[src/rtl/cartesian_to_polar_assert.svh]
// assertion macros for the cartesian to polar converter
`ifndef CARTESIAN_TO_POLAR_ASSERT_SVH
`define CARTESIAN_TO_POLAR_ASSERT_SVH

// same-cycle implication, checked on the rising clock edge outside reset
`define C2P_CHECK_NOW(label, ante, cons) \
   label: assert property (@(posedge clock) disable iff (reset) (ante) |-> (cons)) \
      else $error("cartesian_to_polar check failed");

// next-cycle implication
`define C2P_CHECK_NEXT(label, ante, cons) \
   label: assert property (@(posedge clock) disable iff (reset) (ante) |=> (cons)) \
      else $error("cartesian_to_polar check failed");

`endif

[src/rtl/c2p_pkg.sv]
// shared constants, control word type and arctangent table of the polar converter
package c2p_pkg;

   localparam int COORD_WIDTH_DEF = 16;
   localparam int ANGLE_WIDTH_DEF = 16;
   localparam int STAGES_DEF      = 16;
   localparam int GUARD           = 16;
   localparam int ACC_WIDTH       = 32;

   localparam logic [ACC_WIDTH-1:0] TURN_ZERO     = 32'h0000_0000;
   localparam logic [ACC_WIDTH-1:0] TURN_QUARTER  = 32'h4000_0000;
   localparam logic [ACC_WIDTH-1:0] TURN_HALF     = 32'h8000_0000;
   localparam logic [ACC_WIDTH-1:0] TURN_3QUARTER = 32'hC000_0000;

   typedef struct packed {
      logic valid;
      logic fixed;
   } ctrl_type;

   // atan(2^-idx) as a fraction of a full turn, 2^32 per turn
   function automatic logic [ACC_WIDTH-1:0] atan_turns(input int idx);
      logic [ACC_WIDTH-1:0] value;
      case (idx)
         0:  value = 32'd536870912;
         1:  value = 32'd316933406;
         2:  value = 32'd167458907;
         3:  value = 32'd85004756;
         4:  value = 32'd42667331;
         5:  value = 32'd21354465;
         6:  value = 32'd10679838;
         7:  value = 32'd5340245;
         8:  value = 32'd2670163;
         9:  value = 32'd1335087;
         10: value = 32'd667544;
         11: value = 32'd333772;
         12: value = 32'd166886;
         13: value = 32'd83443;
         14: value = 32'd41722;
         15: value = 32'd20861;
         16: value = 32'd10430;
         17: value = 32'd5215;
         18: value = 32'd2608;
         19: value = 32'd1304;
         20: value = 32'd652;
         21: value = 32'd326;
         22: value = 32'd163;
         23: value = 32'd81;
         24: value = 32'd41;
         25: value = 32'd20;
         26: value = 32'd10;
         27: value = 32'd5;
         28: value = 32'd3;
         29: value = 32'd1;
         30: value = 32'd1;
         default: value = '0;
      endcase
      return value;
   endfunction

endpackage

[src/rtl/c2p_back.sv]
// back end: magnitude rounding, angle rounding when narrower than the accumulator, and the output register
module c2p_back #(
   parameter int COORD_WIDTH = c2p_pkg::COORD_WIDTH_DEF,
   parameter int ANGLE_WIDTH = c2p_pkg::ANGLE_WIDTH_DEF
) (
   input  logic                              clock,
   input  logic                              reset,
   input  logic                              ld,
   input  c2p_pkg::ctrl_type                 ups_ctrl,
   input  logic [c2p_pkg::ACC_WIDTH-1:0]     ups_acc,
   input  logic [2*COORD_WIDTH-1:0]          ups_rem,
   input  logic [COORD_WIDTH-1:0]            ups_root,
   output logic                              rsp_valid,
   output logic [COORD_WIDTH-1:0]            rsp_magnitude,
   output logic [ANGLE_WIDTH-1:0]            rsp_angle
);
   import c2p_pkg::*;

   logic                   valid_ff;
   logic [COORD_WIDTH-1:0] mag_in, mag_ff;
   logic [ANGLE_WIDTH-1:0] angle_in, angle_ff;

   // remainder above the root means the exact root is past the half point
   assign mag_in = (ups_rem > (2*COORD_WIDTH)'(ups_root)) ?
                   ups_root + COORD_WIDTH'(1) : ups_root;

   generate
      if (ANGLE_WIDTH >= ACC_WIDTH) begin : g_full
         assign angle_in = ANGLE_WIDTH'(ups_acc);
      end else begin : g_round
         logic [ACC_WIDTH:0] acc_rnd;
         assign acc_rnd  = {1'b0, ups_acc} + ((ACC_WIDTH + 1)'(1) << (ACC_WIDTH - 1 - ANGLE_WIDTH));
         assign angle_in = acc_rnd[ACC_WIDTH-1:ACC_WIDTH-ANGLE_WIDTH];
      end
   endgenerate

   always_ff @(posedge clock) begin
      if (reset) begin
         valid_ff <= 1'b0;
      end else if (ld) begin
         valid_ff <= ups_ctrl.valid;
      end
   end

   always_ff @(posedge clock) begin
      if (ld) begin
         mag_ff   <= mag_in;
         angle_ff <= angle_in;
      end
   end

   assign rsp_valid     = valid_ff;
   assign rsp_magnitude = mag_ff;
   assign rsp_angle     = angle_ff;

endmodule

[config.mk]
export PLATFORM = sky130hd
export DESIGN_NAME = c2p_back
export DESIGN_NICKNAME = d
export VERILOG_FILES = /design/src/rtl/cartesian_to_polar_assert.svh /design/src/rtl/c2p_pkg.sv /design/src/rtl/c2p_back.sv
export SDC_FILE = /design/constraint.sdc
export NUM_CORES = 1
export LEC_CHECK = 0
export BUFFER_PORTS_ARGS = -buffer_cell sky130_fd_sc_hd__buf_2
export CAP_MARGIN = 10
export CELL_PAD_IN_SITES_DETAIL_PLACEMENT = 1
export CELL_PAD_IN_SITES_GLOBAL_PLACEMENT = 1
export CORE_MARGIN = 2
export CORE_UTILIZATION = 27
export CTS_CLUSTER_DIAMETER = 80
export DETAILED_ROUTE_END_ITERATION = 6
export PLACE_DENSITY = 0.66
export SLEW_MARGIN = 30
export SYNTH_ARGS = -nofsm -noshare
export SYNTH_HDL_FRONTEND = slang
export SYNTH_SLANG_ARGS = --single-unit
[constraint.sdc]
create_clock -name clock -period 3.1 [get_ports clock]
set_clock_uncertainty 0.2 [all_clocks]
set_input_delay 0.62 -clock clock [delete_from_list [all_inputs] [get_ports clock]]
set_output_delay 0.62 -clock clock [all_outputs]
set_load 0.05 [all_outputs]
Yosys cells after proc, flatten, opt, wreduce, memory -nomap -nowiden:

Cells that the tools add are included.

* word-level logic and storage cells: 7
* output and inout bits: 33
* flip-flop bits (word level): 33
* input bits: 85

* mux-type cells: 1
* magnitude comparators: 1
* add/sub/neg operators: 2

Operators by type and width (number)
* $add 32x16->32 const B: 1
* $gt 32x16->1: 1
* $add 16x1->16 const B: 1
* $mux 16: 1

Longest topological paths before layout:

* depth after elaboration: 2
* depth in mapped cells: 8
* depth with buffers taken out: 8

Least setup slack after synthesis:

No wires, ideal clock.

* path kind: input-to-reg
* start: in ups_root[7]
* end: reg mag_ff[1], in the netlist rsp_magnitude[1], data pin
* path slack: 0.473 ns
* arrival: 2.166 ns
* stages on the path: 7
* buffers on the path: 0
* data required time: 2.640 ns
* library setup time: 0.260 ns
* cells stage by stage: inv_1 > ha_1 > nand4_1 > a2111o_1 > a31oi_2 > nor2_2 > mux2_4

* word-level cells in the longest chain between the ends: 2

Ends and longest elaborated chain
* from (decl): line c2p_back.sv:12 `input logic [COORD_WIDTH-1:0] ups_root,`
* $gt 32x16->1: line c2p_back.sv:24 `assign mag_in = (ups_rem > (2*COORD_WIDTH)'(ups_root)) ?`
* $mux 16: line c2p_back.sv:24
* named net mag_in[1]: line c2p_back.sv:20 `logic [COORD_WIDTH-1:0] mag_in, mag_ff;`
* to (signal assigned): line c2p_back.sv:47 `mag_ff <= mag_in;`
* to (decl): line c2p_back.sv:20

The timed path passes the listed nets, and every way through them passes these cells.
A chain may end at the register's enable or synchronous reset.

Worst setup path after layout:

Same ends and word-level chain as after synthesis.

==> flow_metrics.tcl <==
set metrics [dict create \
    fin_nets 397 \
    synth_fp_nets 288 \
    synthCells 185 \
    die_h_um 91.0 \
    setup-tns-final_ns 0 \
    die_x_um 91.0 \
    setup_viol 0 \
    combPwrFrac_pct 28.4 \
    final_util_pct 37.9 \
    path_buf_inv 2 \
    yosysUniqueCellTypes 29 \
    async_reset_ff_share_pct 0 \
    hpwl_um 4300 \
    ctsHoldBuffers 0 \
    arrival_ns 2.51 \
    cp-end-kind "register" \
    period_share_pct 86.7 \
    post-place-ws_ns 0.127 \
    grt_pass1_vias 1817 \
    maxSlewHeadroom_pct 55.2 \
    syn_area_per_cell_um2 11.0 \
    clk_pin_slew_ns 0.06 \
    whs_ns 0.292 \
    routabilityCongestion 0.784 \
    r2r_slack_ns 2.32 \
    min_path_type "reg2reg" \
    outcome "complete, no violations" \
    grt_overflow_total 0 \
    reg2regPathDepth 2 \
    cts_buffers 5 \
    ios 118 \
    startpoint "ups_root[7]" \
    rsz0062_at_grt "no" \
    timing.rr.start "rsp_valid" \
    drive_gt1_share_pct 39.0 \
    drtIter0Drc 31 \
    drc 0 \
    post-route-min-period_ns 2.69 \
    port_buffers 101 \
    p_leak_nw 1.23 \
    p_sw_uw 372 \
    syn_area_um2 2040 \
    wl_um 4930 \
    cts_tree "built" \
    cts_resized 0 \
    switching_share_pct 32.1 \
    synth_ff_type "edfxtp_1" \
    ys_ff_latch 33 \
    cts.sinks 33 \
    yosysWarningCount 0 \
    clk_path_buf_depth 2 \
    ys_seq_area_share_pct 48.0 \
    worstSetupEndpoint "rsp_magnitude[1]" \
    n_antenna_cell 0 \
    num_rows 31 \
    drv_slew 0 \
    cp_top_family "compound AO/OA/AOI/OAI gates" \
    tightest_slew_ns 0.672 \
    cts_root_buffer "clkbuf_8" \
    final_cell_mix "buf_2, edfxtp_1, xnor2_1, inv_1, ha_1" \
    grt_usage_pct 12.1 \
    layout_setup_ws_ns 0.412 \
    drt-vias-per-instance 4.46 \
    maxCapViolations 0 \
    crit_fanout 6 \
    wire_per_inst_um 12.5 \
    h-tree-depth 2 \
    grt_pass1_wl_um 8090 \
    p_clk_share_pct 25.1 \
    path_depth 8 \
    worst_skew_pair.late_latency_ns 0.27 \
    initial_core_util_pct 28.0 \
    antenna_found_initial 0 \
    final_common_cell "buf_2" \
    cp.required_ns 2.92 \
    crit_chain "buf_2 -> inv_1 -> ha_1 -> nand4_1 -> a2111o_1 -> a31oi_2 -> nor2_2 -> mux2_4" \
    dr.pass1.iters 4 \
    slowest_delay_ns 0.47 \
    synth_edf_count 32 \
    postCtsSetupBuffers 0 \
    p_int_uw 789 \
    core-area_um2 7290 \
    worstReg2RegEnd "rsp_valid" \
    areaGrowthSynthToFinish_pct 35.2 \
    p_per_area_nw_per_um2 420 \
    cp-start-kind "input port" \
    p_seq_share_pct 46.5 \
    max_freq_mhz 372 \
    vias 1756 \
    finalHoldViolCount 0 \
    path_class "in2reg" \
    cp_slowest_cell "a2111o_1" \
    grt_max_degree 34 \
    nFillCells 876 \
    die_area_um2 8270 \
    finalPower_mw 1.16 \
    drtAntennaViolNets 0 \
    ir_drop_mv 0.130 \
]
==> metal layers <==
metal | wire, µm | track usage [%] | part of all wire, % | vias up
met3 | 223 | 1.99 | 4.5 | 6
met4 | 63 | 4.80 | 1.3 | 0
li1 | - | - | - | 890
met2 | 2670 | 23.5 | 54 | 55
met5 | 0 | 0 | 0 | -
met1 | 1970 | 12.8 | 40 | 805
==> registers in the layout (all words and copies together) (netlist names) <==
| signal | cells |
|---|---|
| rsp_valid | 1 |
| rsp_magnitude | 16 |
| rsp_angle | 16 |
==> worst min path at each step <==
stage | startpoint | endpoint | cells past startpoint
after floorplan | reset | rsp_valid | 1
after global placement | rsp_valid | rsp_valid | 2
after detailed placement | rsp_valid | rsp_valid | 2
after CTS | reset | rsp_valid | 2
after global routing | reset | rsp_valid | 2
final | rsp_valid | rsp_valid | 2
==> metrics by stage <==
| stage | instance area (µm²) | std cells |
|---|---|---|
| after CTS | 2760 | 394 |
| final | 2760 | 394 |
| after floorplan | 2040 | 185 |
| after detailed placement | 2680 | 386 |
| after global routing | 2760 | 394 |
| after global placement | 2680 | 386 |
==> cell families after synthesis <==
group / count (synthesis) / share of synthesized area (%)
buffers and inverters: 19 / 3.49
xor gates and xnor gates: 30 / 12.9
and+or+nand+nor: 62 / 16.1
adders and majority gates: 18 / 11.0
AOI/OAI and AO/OA: 21 / 7.23
muxes: 2 / 1.23
DFF: 33 / 48.0
==> cell usage after synthesis, types with 2 or more instances <==
| cell | count | area [µm²] |
|---|---|---|
| ha_1 | 18 | 225 |
| o21ai_0 | 7 | 35.0 |
| nor2_1 | 9 | 33.8 |
| xor2_1 | 7 | 61.3 |
| nand3_1 | 13 | 65.1 |
| edfxtp_1 | 32 | 961 |
| and2_1 | 2 | 12.5 |
| xnor2_1 | 23 | 201 |
| nand2_1 | 10 | 37.5 |
| nor4_1 | 7 | 43.8 |
| and3_1 | 7 | 43.8 |
| a21oi_1 | 7 | 35.0 |
| nor3_1 | 2 | 10.0 |
| nand4_1 | 8 | 50.1 |
| inv_1 | 19 | 71.3 |
==> area by class of cell <==
cell class | count | area (µm²) | area share, %
inverters | 19 | 71.3 | 2.58
clock inverters | 2 | 10.0 | 0.362
flip-flops and latches | 33 | 981 | 35.5
clock buffers | 6 | 72.6 | 2.63
multi-input cells | 133 | 990 | 35.8
repair buffers | 102 | 513 | 18.6
well taps | 99 | 124 | 4.49
==> worst reg2reg max path: stages, from the launching register on <==
cell,delay [ns]
dfxtp_1,0.31
mux2i_1,0.12
nor2_1,0.05
==> power groups by stage <==
stage                     Combinational [mW]  Sequential (mW)  Clock (mW)
after floorplan                       0.0789            0.685           0
after global placement                 0.327            0.548           0
after detailed placement               0.333            0.550           0
after CTS                              0.334            0.541       0.305
after global routing                   0.358            0.543       0.316
final                                  0.330            0.540       0.291
Power figures use the tool's default switching activity.
