===== src/rtl/cartesian_to_polar_assert.svh =====
// assertion macros for the cartesian to polar converter
`ifndef CARTESIAN_TO_POLAR_ASSERT_SVH
`define CARTESIAN_TO_POLAR_ASSERT_SVH

// same-cycle implication, checked on the rising clock edge outside reset
`define C2P_CHECK_NOW(label, ante, cons) \
   label: assert property (@(posedge clock) disable iff (reset) (ante) |-> (cons)) \
      else $error("cartesian_to_polar check failed");

// next-cycle implication
`define C2P_CHECK_NEXT(label, ante, cons) \
   label: assert property (@(posedge clock) disable iff (reset) (ante) |=> (cons)) \
      else $error("cartesian_to_polar check failed");

`endif


===== src/rtl/c2p_pkg.sv =====
// shared constants, control word type and arctangent table of the polar converter
package c2p_pkg;

   localparam int COORD_WIDTH_DEF = 16;
   localparam int ANGLE_WIDTH_DEF = 16;
   localparam int STAGES_DEF      = 16;
   localparam int GUARD           = 16;
   localparam int ACC_WIDTH       = 32;

   localparam logic [ACC_WIDTH-1:0] TURN_ZERO     = 32'h0000_0000;
   localparam logic [ACC_WIDTH-1:0] TURN_QUARTER  = 32'h4000_0000;
   localparam logic [ACC_WIDTH-1:0] TURN_HALF     = 32'h8000_0000;
   localparam logic [ACC_WIDTH-1:0] TURN_3QUARTER = 32'hC000_0000;

   typedef struct packed {
      logic valid;
      logic fixed;
   } ctrl_type;

   // atan(2^-idx) as a fraction of a full turn, 2^32 per turn
   function automatic logic [ACC_WIDTH-1:0] atan_turns(input int idx);
      logic [ACC_WIDTH-1:0] value;
      case (idx)
         0:  value = 32'd536870912;
         1:  value = 32'd316933406;
         2:  value = 32'd167458907;
         3:  value = 32'd85004756;
         4:  value = 32'd42667331;
         5:  value = 32'd21354465;
         6:  value = 32'd10679838;
         7:  value = 32'd5340245;
         8:  value = 32'd2670163;
         9:  value = 32'd1335087;
         10: value = 32'd667544;
         11: value = 32'd333772;
         12: value = 32'd166886;
         13: value = 32'd83443;
         14: value = 32'd41722;
         15: value = 32'd20861;
         16: value = 32'd10430;
         17: value = 32'd5215;
         18: value = 32'd2608;
         19: value = 32'd1304;
         20: value = 32'd652;
         21: value = 32'd326;
         22: value = 32'd163;
         23: value = 32'd81;
         24: value = 32'd41;
         25: value = 32'd20;
         26: value = 32'd10;
         27: value = 32'd5;
         28: value = 32'd3;
         29: value = 32'd1;
         30: value = 32'd1;
         default: value = '0;
      endcase
      return value;
   endfunction

endpackage


===== src/rtl/c2p_front.sv =====
// front end: squares, axis detection, half-turn prerotation, sum of squares
module c2p_front #(
   parameter int COORD_WIDTH = c2p_pkg::COORD_WIDTH_DEF,
   parameter int DATA_WIDTH  = c2p_pkg::COORD_WIDTH_DEF + c2p_pkg::GUARD + 3
) (
   input  logic                              clock,
   input  logic                              reset,
   input  logic                              ld_a,
   input  logic                              ld_b,
   input  logic                              req_valid,
   input  logic signed [COORD_WIDTH-1:0]     req_x_coord,
   input  logic signed [COORD_WIDTH-1:0]     req_y_coord,
   output logic                              a_valid,
   output c2p_pkg::ctrl_type                 dns_ctrl,
   output logic signed [DATA_WIDTH-1:0]      dns_x,
   output logic signed [DATA_WIDTH-1:0]      dns_y,
   output logic [c2p_pkg::ACC_WIDTH-1:0]     dns_acc,
   output logic [2*COORD_WIDTH-1:0]          dns_rem
);
   import c2p_pkg::*;

   logic signed [2*COORD_WIDTH-1:0] sq_x, sq_y;
   logic signed [DATA_WIDTH-1:0]    x_ext, y_ext, x_rot, y_rot;
   logic                            x_zero, y_zero, x_neg, y_neg;
   logic [ACC_WIDTH-1:0]            acc_a_in;
   ctrl_type                        ctrl_a_in;

   ctrl_type                        ctrl_a_ff, ctrl_b_ff;
   logic [2*COORD_WIDTH-1:0]        sq_x_ff, sq_y_ff, rem_b_ff;
   logic signed [DATA_WIDTH-1:0]    x_a_ff, y_a_ff, x_b_ff, y_b_ff;
   logic [ACC_WIDTH-1:0]            acc_a_ff, acc_b_ff;

   assign sq_x = (2*COORD_WIDTH)'(req_x_coord) * (2*COORD_WIDTH)'(req_x_coord);
   assign sq_y = (2*COORD_WIDTH)'(req_y_coord) * (2*COORD_WIDTH)'(req_y_coord);

   always_comb begin
      x_ext  = DATA_WIDTH'(req_x_coord);
      y_ext  = DATA_WIDTH'(req_y_coord);
      x_zero = (req_x_coord == '0);
      y_zero = (req_y_coord == '0);
      x_neg  = req_x_coord[COORD_WIDTH-1];
      y_neg  = req_y_coord[COORD_WIDTH-1];
      ctrl_a_in.valid = req_valid;
      ctrl_a_in.fixed = x_zero || y_zero;
      if (x_zero) begin
         acc_a_in = y_neg ? TURN_3QUARTER : TURN_QUARTER;
      end else begin
         acc_a_in = x_neg ? TURN_HALF : TURN_ZERO;
      end
      x_rot = x_neg ? -x_ext : x_ext;
      y_rot = x_neg ? -y_ext : y_ext;
   end

   always_ff @(posedge clock) begin
      if (reset) begin
         ctrl_a_ff <= '0;
         ctrl_b_ff <= '0;
      end else begin
         if (ld_a) begin
            ctrl_a_ff <= ctrl_a_in;
         end
         if (ld_b) begin
            ctrl_b_ff <= ctrl_a_ff;
         end
      end
   end

   always_ff @(posedge clock) begin
      if (ld_a) begin
         sq_x_ff  <= $unsigned(sq_x);
         sq_y_ff  <= $unsigned(sq_y);
         x_a_ff   <= x_rot <<< GUARD;
         y_a_ff   <= y_rot <<< GUARD;
         acc_a_ff <= acc_a_in;
      end
      if (ld_b) begin
         rem_b_ff <= sq_x_ff + sq_y_ff;
         x_b_ff   <= x_a_ff;
         y_b_ff   <= y_a_ff;
         acc_b_ff <= acc_a_ff;
      end
   end

   assign a_valid  = ctrl_a_ff.valid;
   assign dns_ctrl = ctrl_b_ff;
   assign dns_x    = x_b_ff;
   assign dns_y    = y_b_ff;
   assign dns_acc  = acc_b_ff;
   assign dns_rem  = rem_b_ff;

endmodule


===== config.mk =====
export PLATFORM = sky130hd
export DESIGN_NAME = c2p_front
export DESIGN_NICKNAME = d
export VERILOG_FILES = /design/src/rtl/cartesian_to_polar_assert.svh /design/src/rtl/c2p_pkg.sv /design/src/rtl/c2p_front.sv
export SDC_FILE = /design/constraint.sdc
export NUM_CORES = 1
export LEC_CHECK = 0
export ABC_AREA = 1
export BUFFER_PORTS_ARGS = -buffer_cell sky130_fd_sc_hd__buf_2
export CORE_MARGIN = 2
export CORE_UTILIZATION = 40
export CTS_CLUSTER_DIAMETER = 150
export CTS_CLUSTER_SIZE = 24
export DETAILED_ROUTE_END_ITERATION = 10
export PLACE_DENSITY = 0.63
export SYNTH_ARGS = -nofsm -noshare
export SYNTH_HDL_FRONTEND = slang
export SYNTH_SLANG_ARGS = --single-unit

===== constraint.sdc =====
create_clock -name clock -period 8.3 [get_ports clock]
set_input_delay 0.415 -clock clock [delete_from_list [all_inputs] [get_ports clock]]
set_output_delay 0.415 -clock clock [all_outputs]
set_load 0.01 [all_outputs]

# Yosys cells after proc, flatten, opt, wreduce, memory -nomap -nowiden

Index checks and enable logic that the tools add are counted.

Register bits after elaboration: 240
Bits of input ports: 37
Output and inout port bits: 137
Logic and storage cells: 27

Add/sub/neg operators: 3
Muxes and demuxes: 5
Reduce and logical (&&, ||, !) cells: 3
Multiply operators: 2

Operators by type and width:

| operator                     | number |
|---|---|
| two-way mux 32 bit           | 3 |
| multiplier 16 x 16 -> 32 bit | 2 |
| negator 16 -> 19 bit         | 2 |
| adder 32 bit                 | 1 |
| zero test 16 bit             | 2 |
| two-way mux 19 bit           | 1 |
| two-way mux 15 bit           | 1 |
| logical OR 1 bit             | 1 |

# Depth between registers and ports, before layout

Depth after elaboration: 2
Mapped depth: 28
Gate-level depth less buffers: 26

# Least setup slack after synthesis

No wires, ideal clock.

Path type: in2reg
Start point: input port req_x_coord[15]
End point: register sq_x_ff[30] (data pin)
Data arrival time: 5661 ps
Required time: 8048 ps
Cell stages on the path: 24
Slack: 2387 ps
Buffers on the path: 3
Path through: buf_2 -> buf_2 -> buf_1 -> nand2_1 -> inv_1 -> fa_1 -> fa_1 -> inv_1 -> fa_1 -> fa_1 -> inv_1 -> fa_1 -> inv_1 -> fa_1 -> inv_1 -> ha_1 -> a21oi_1 -> o21ai_0 -> nand2_1 -> nand2_1 -> a21oi_1 -> nand2_1 -> nand2_1 -> nand2_1

Word-level cells in the longest chain between the ends: 1

RTL lines:

| item                         | line            | RTL |
|---|---|---|
| start, declared              | c2p_front.sv:11 | `input logic signed [COORD_WIDTH-1:0] req_x_coord,` |
| multiplier 16 x 16 -> 32 bit | c2p_front.sv:33 | `assign sq_x = (2*COORD_WIDTH)'(req_x_coord) * (2*COORD_WIDTH)'(req_x_coord);` |
| via sq_x[30]                 | c2p_front.sv:22 | `logic signed [2*COORD_WIDTH-1:0] sq_x, sq_y;` |
| end signal, assigned         | c2p_front.sv:70 | `sq_x_ff <= $unsigned(sq_x);` |
| end, declared                | c2p_front.sv:29 | `logic [2*COORD_WIDTH-1:0] sq_x_ff, sq_y_ff, rem_b_ff;` |

The timed path passes the listed nets, and every way through them passes these cells.
A chain may end at the register's enable or synchronous reset.

# Worst setup path after layout

Same ends and word-level chain as after synthesis.

==> metrics.cfg <==
[status]
status = complete, no violations

[worst_setup_path]
reg2reg_from = sq_x_ff[21]$_DFFE_PP_
crit_arrival_ns = 6.32
cpPeakStageDelay_ns = 0.86
cp-start-kind = input port
crit_required_ns = 8.56
r2r_slack_ns = 6.18
cp_max_fo = 45
critPathKind = input port to flip-flop
timing.rr.end = dns_rem[27]$_DFFE_PP_
endpoint_kind = flip-flop
cp_slowest_cell = fa_1
path_cells = buf_2 > nand2_1 > inv_1 > fa_1 > fa_1 > inv_1 > fa_1 > fa_1 > inv_1 > fa_1 > inv_1 > fa_1 > inv_1 > ha_1 > a21oi_1 > o21ai_0 > nand2_1 > nand2_1 > a21oi_1 > nand2_1 > nand2_1 > nand2_1
r2r_cells = 9

[yosys]
synth_most_common_cell = inv_1
synth_area_per_cell_sq_um = 8.51
yosysTopAreaCellShare = 0.330
ys_seq_area_frac = 0.185
synthSimpleGateAreaFrac = 0.170
muxShareOfSynthArea = 0
synth_top_family_by_area = adder cells
netlist_area_sq_um = 28300
async_reset_ff_frac = 0
synth_compound_gate_area_share = 0.0321
synth_area_leaders = fa_1 (33%), edfxtp_1 (18%), inv_1 (12%), nand2_1 (10%), ha_1 (9.6%)
synthAdderAreaFrac = 0.426
ys_types = 45
ys_top_cells_by_count = inv_1 (941), nand2_1 (753), fa_1 (467)
synth_xor_area_frac = 0.0306
ys_warn_count = 0
synthCells = 3329
synth_area_leader_cell = fa_1
synth-edff-count = 172
ys.flop_type = edfxtp_1
ys_ff_latch = 176

[die]
die_w_microns = 270
initial_core_util = 0.404
ios = 174
rows = 97
die_h_microns = 270
die_area_sq_um = 73000
core_sq_um = 70000

[timing]
tightestPinTransition_ns = 1.03
rsz0062_at_grt = false
setup_slack_ns = 2.24
finalSetupTns_ns = 0
finalSetupViolCount = 0
min_period_ns = 6.06
drv_slew = 0
max_freq_ghz = 0.165
period_share = 0.730
slew_headroom = 0.312
skew_ns = 0.0227
hold_viol_final = 0

[min_path]
hold_path_depth = 3
min_to = a_valid$_SDFFE_PP0P_
min_from = req_valid
hold_class = input port to flip-flop

[route]
vias = 20300
drc_errors = 0
drt_wl_total_microns = 67100
dr.pass1.iters = 5
drtIter0Drc = 1290
routedWlPerCell_microns = 15.4
vias_per_cell = 4.67
ant_nets = 0

[clock_tree]
clkLatencyLatePin_ns = 0.51
cts_buffers = 17
cts_sinks = 176
root_buffer = clkbuf_16
clk_transition_reported_paths_ns = 0.07
holdBufCountCts = 0
post_cts_buffers = 0
cts-root-to-sink-buffers = 2
cts_htree_levels = 4
cts_tree = done
ctsResizeCount = 0

[place]
post-dp-hpwl_microns = 55800
place_area_sq_um = 29500
port_buffers = 111
place_ws_ns = 1.73
finalWeightedCongestion = 0.928

[final_layout]
final_area_sq_um = 30100
drive_gt1_frac = 0.0740
n_antenna_cell = 0
area_growth_pct = 6.16
num-nets-final = 4114

[grt]
grt_max_degree = 71
grt-ovfl-total = 0
first_global_vias = 20700
grt_usage = 0.190
grt_pass1_wl_microns = 109000
antenna_found_initial = 2

[run]
cap_violations = 0

==> per-stage QoR <==
step,hold slack (ns),cells,util
after floorplan,0.400,3391,-
after global placement,0.402,4313,0.421
after detailed placement,0.405,4313,0.421
after CTS,0.115,4345,0.429
after global routing,0.163,4345,0.429
final,0.152,4345,0.429
==> registers in the layout, indices dropped and copies added, names as in the netlist, 18 cells and up <==
signal,cells
dns_y,19
sq_x_ff,31
dns_rem,32
y_a_ff,18
sq_y_ff,31
x_a_ff,18
dns_x,19
==> layer usage <==
metal | part of all wire | vias to the layer above | GRT usage
met3 | 0.061 | 59 | 0.0339
li1 | - | 9804 | -
met5 | 0.00016 | - | 0
met1 | 0.47 | 9889 | 0.265
met2 | 0.45 | 530 | 0.308
met4 | 0.017 | 2 | 0.0442
==> kinds of logic after synthesis <==
family | count (synthesis)
compound gates | 157
xor+xnor | 99
fa+ha+maj | 685
buf+inv | 1089
flops | 176
other cells | 1
simple gates | 1122
==> cells in the final DEF (no fill, tap or decap), types with 6 or more instances in the layout <==
cell type and n:
nor3_2 6, a31oi_1 6, o21ai_0 27, edfxtp_1 172, nand3_1 96, ha_1 218
nor3_1 19, nand3b_1 9, nor2_1 125, clkbuf_16 17, nand2_1 753, nor2_2 24
o21bai_1 28, inv_2 14, a21oi_1 78, buf_4 6, buf_2 109, fa_1 467
xor2_1 86, nor2_4 6, nand2_2 28, nand4_1 35, conb_1 63, xnor2_1 13
inv_1 941, nand3_2 11
==> worst max-delay path, delay by kind of cell <==
family / cells / cell delay (ns)
buffers and inverters: 6 / 1.08
AO/OA/AOI/OAI: 3 / 0.55
adder cells (fa/ha/maj): 7 / 3.71
AND/OR/NAND/NOR: 6 / 0.53
==> area by class of cell <==
class / instances / area, sq um
clock inverters: 15 / 145
fillers: 6865 / 40000
clock buffers: 17 / 425
repair buffers: 115 / 591
inverters: 956 / 3590
flip-flops and latches: 176 / 5250
multi-input cells: 2126 / 18900
well taps: 940 / 1180
==> worst max path at each step <==
| stage | cells past startpoint | endpoint | from |
|---|---|---|---|
| detailed placement | 22 | sq_x_ff[30]$_DFFE_PP_ | req_x_coord[15] |
| global placement | 22 | sq_x_ff[30]$_DFFE_PP_ | req_x_coord[15] |
| global route | 22 | sq_x_ff[30]$_DFFE_PP_ | req_x_coord[15] |
| floorplan | 24 | sq_x_ff[30]$_DFFE_PP_ | req_x_coord[15] |
| finish | 22 | sq_x_ff[30]$_DFFE_PP_ | req_x_coord[15] |
| CTS | 22 | sq_x_ff[30]$_DFFE_PP_ | req_x_coord[15] |
Power is left out: the tool's default activity adds up to more than one toggle a clock period on the data nets, which glitch-free logic cannot reach.
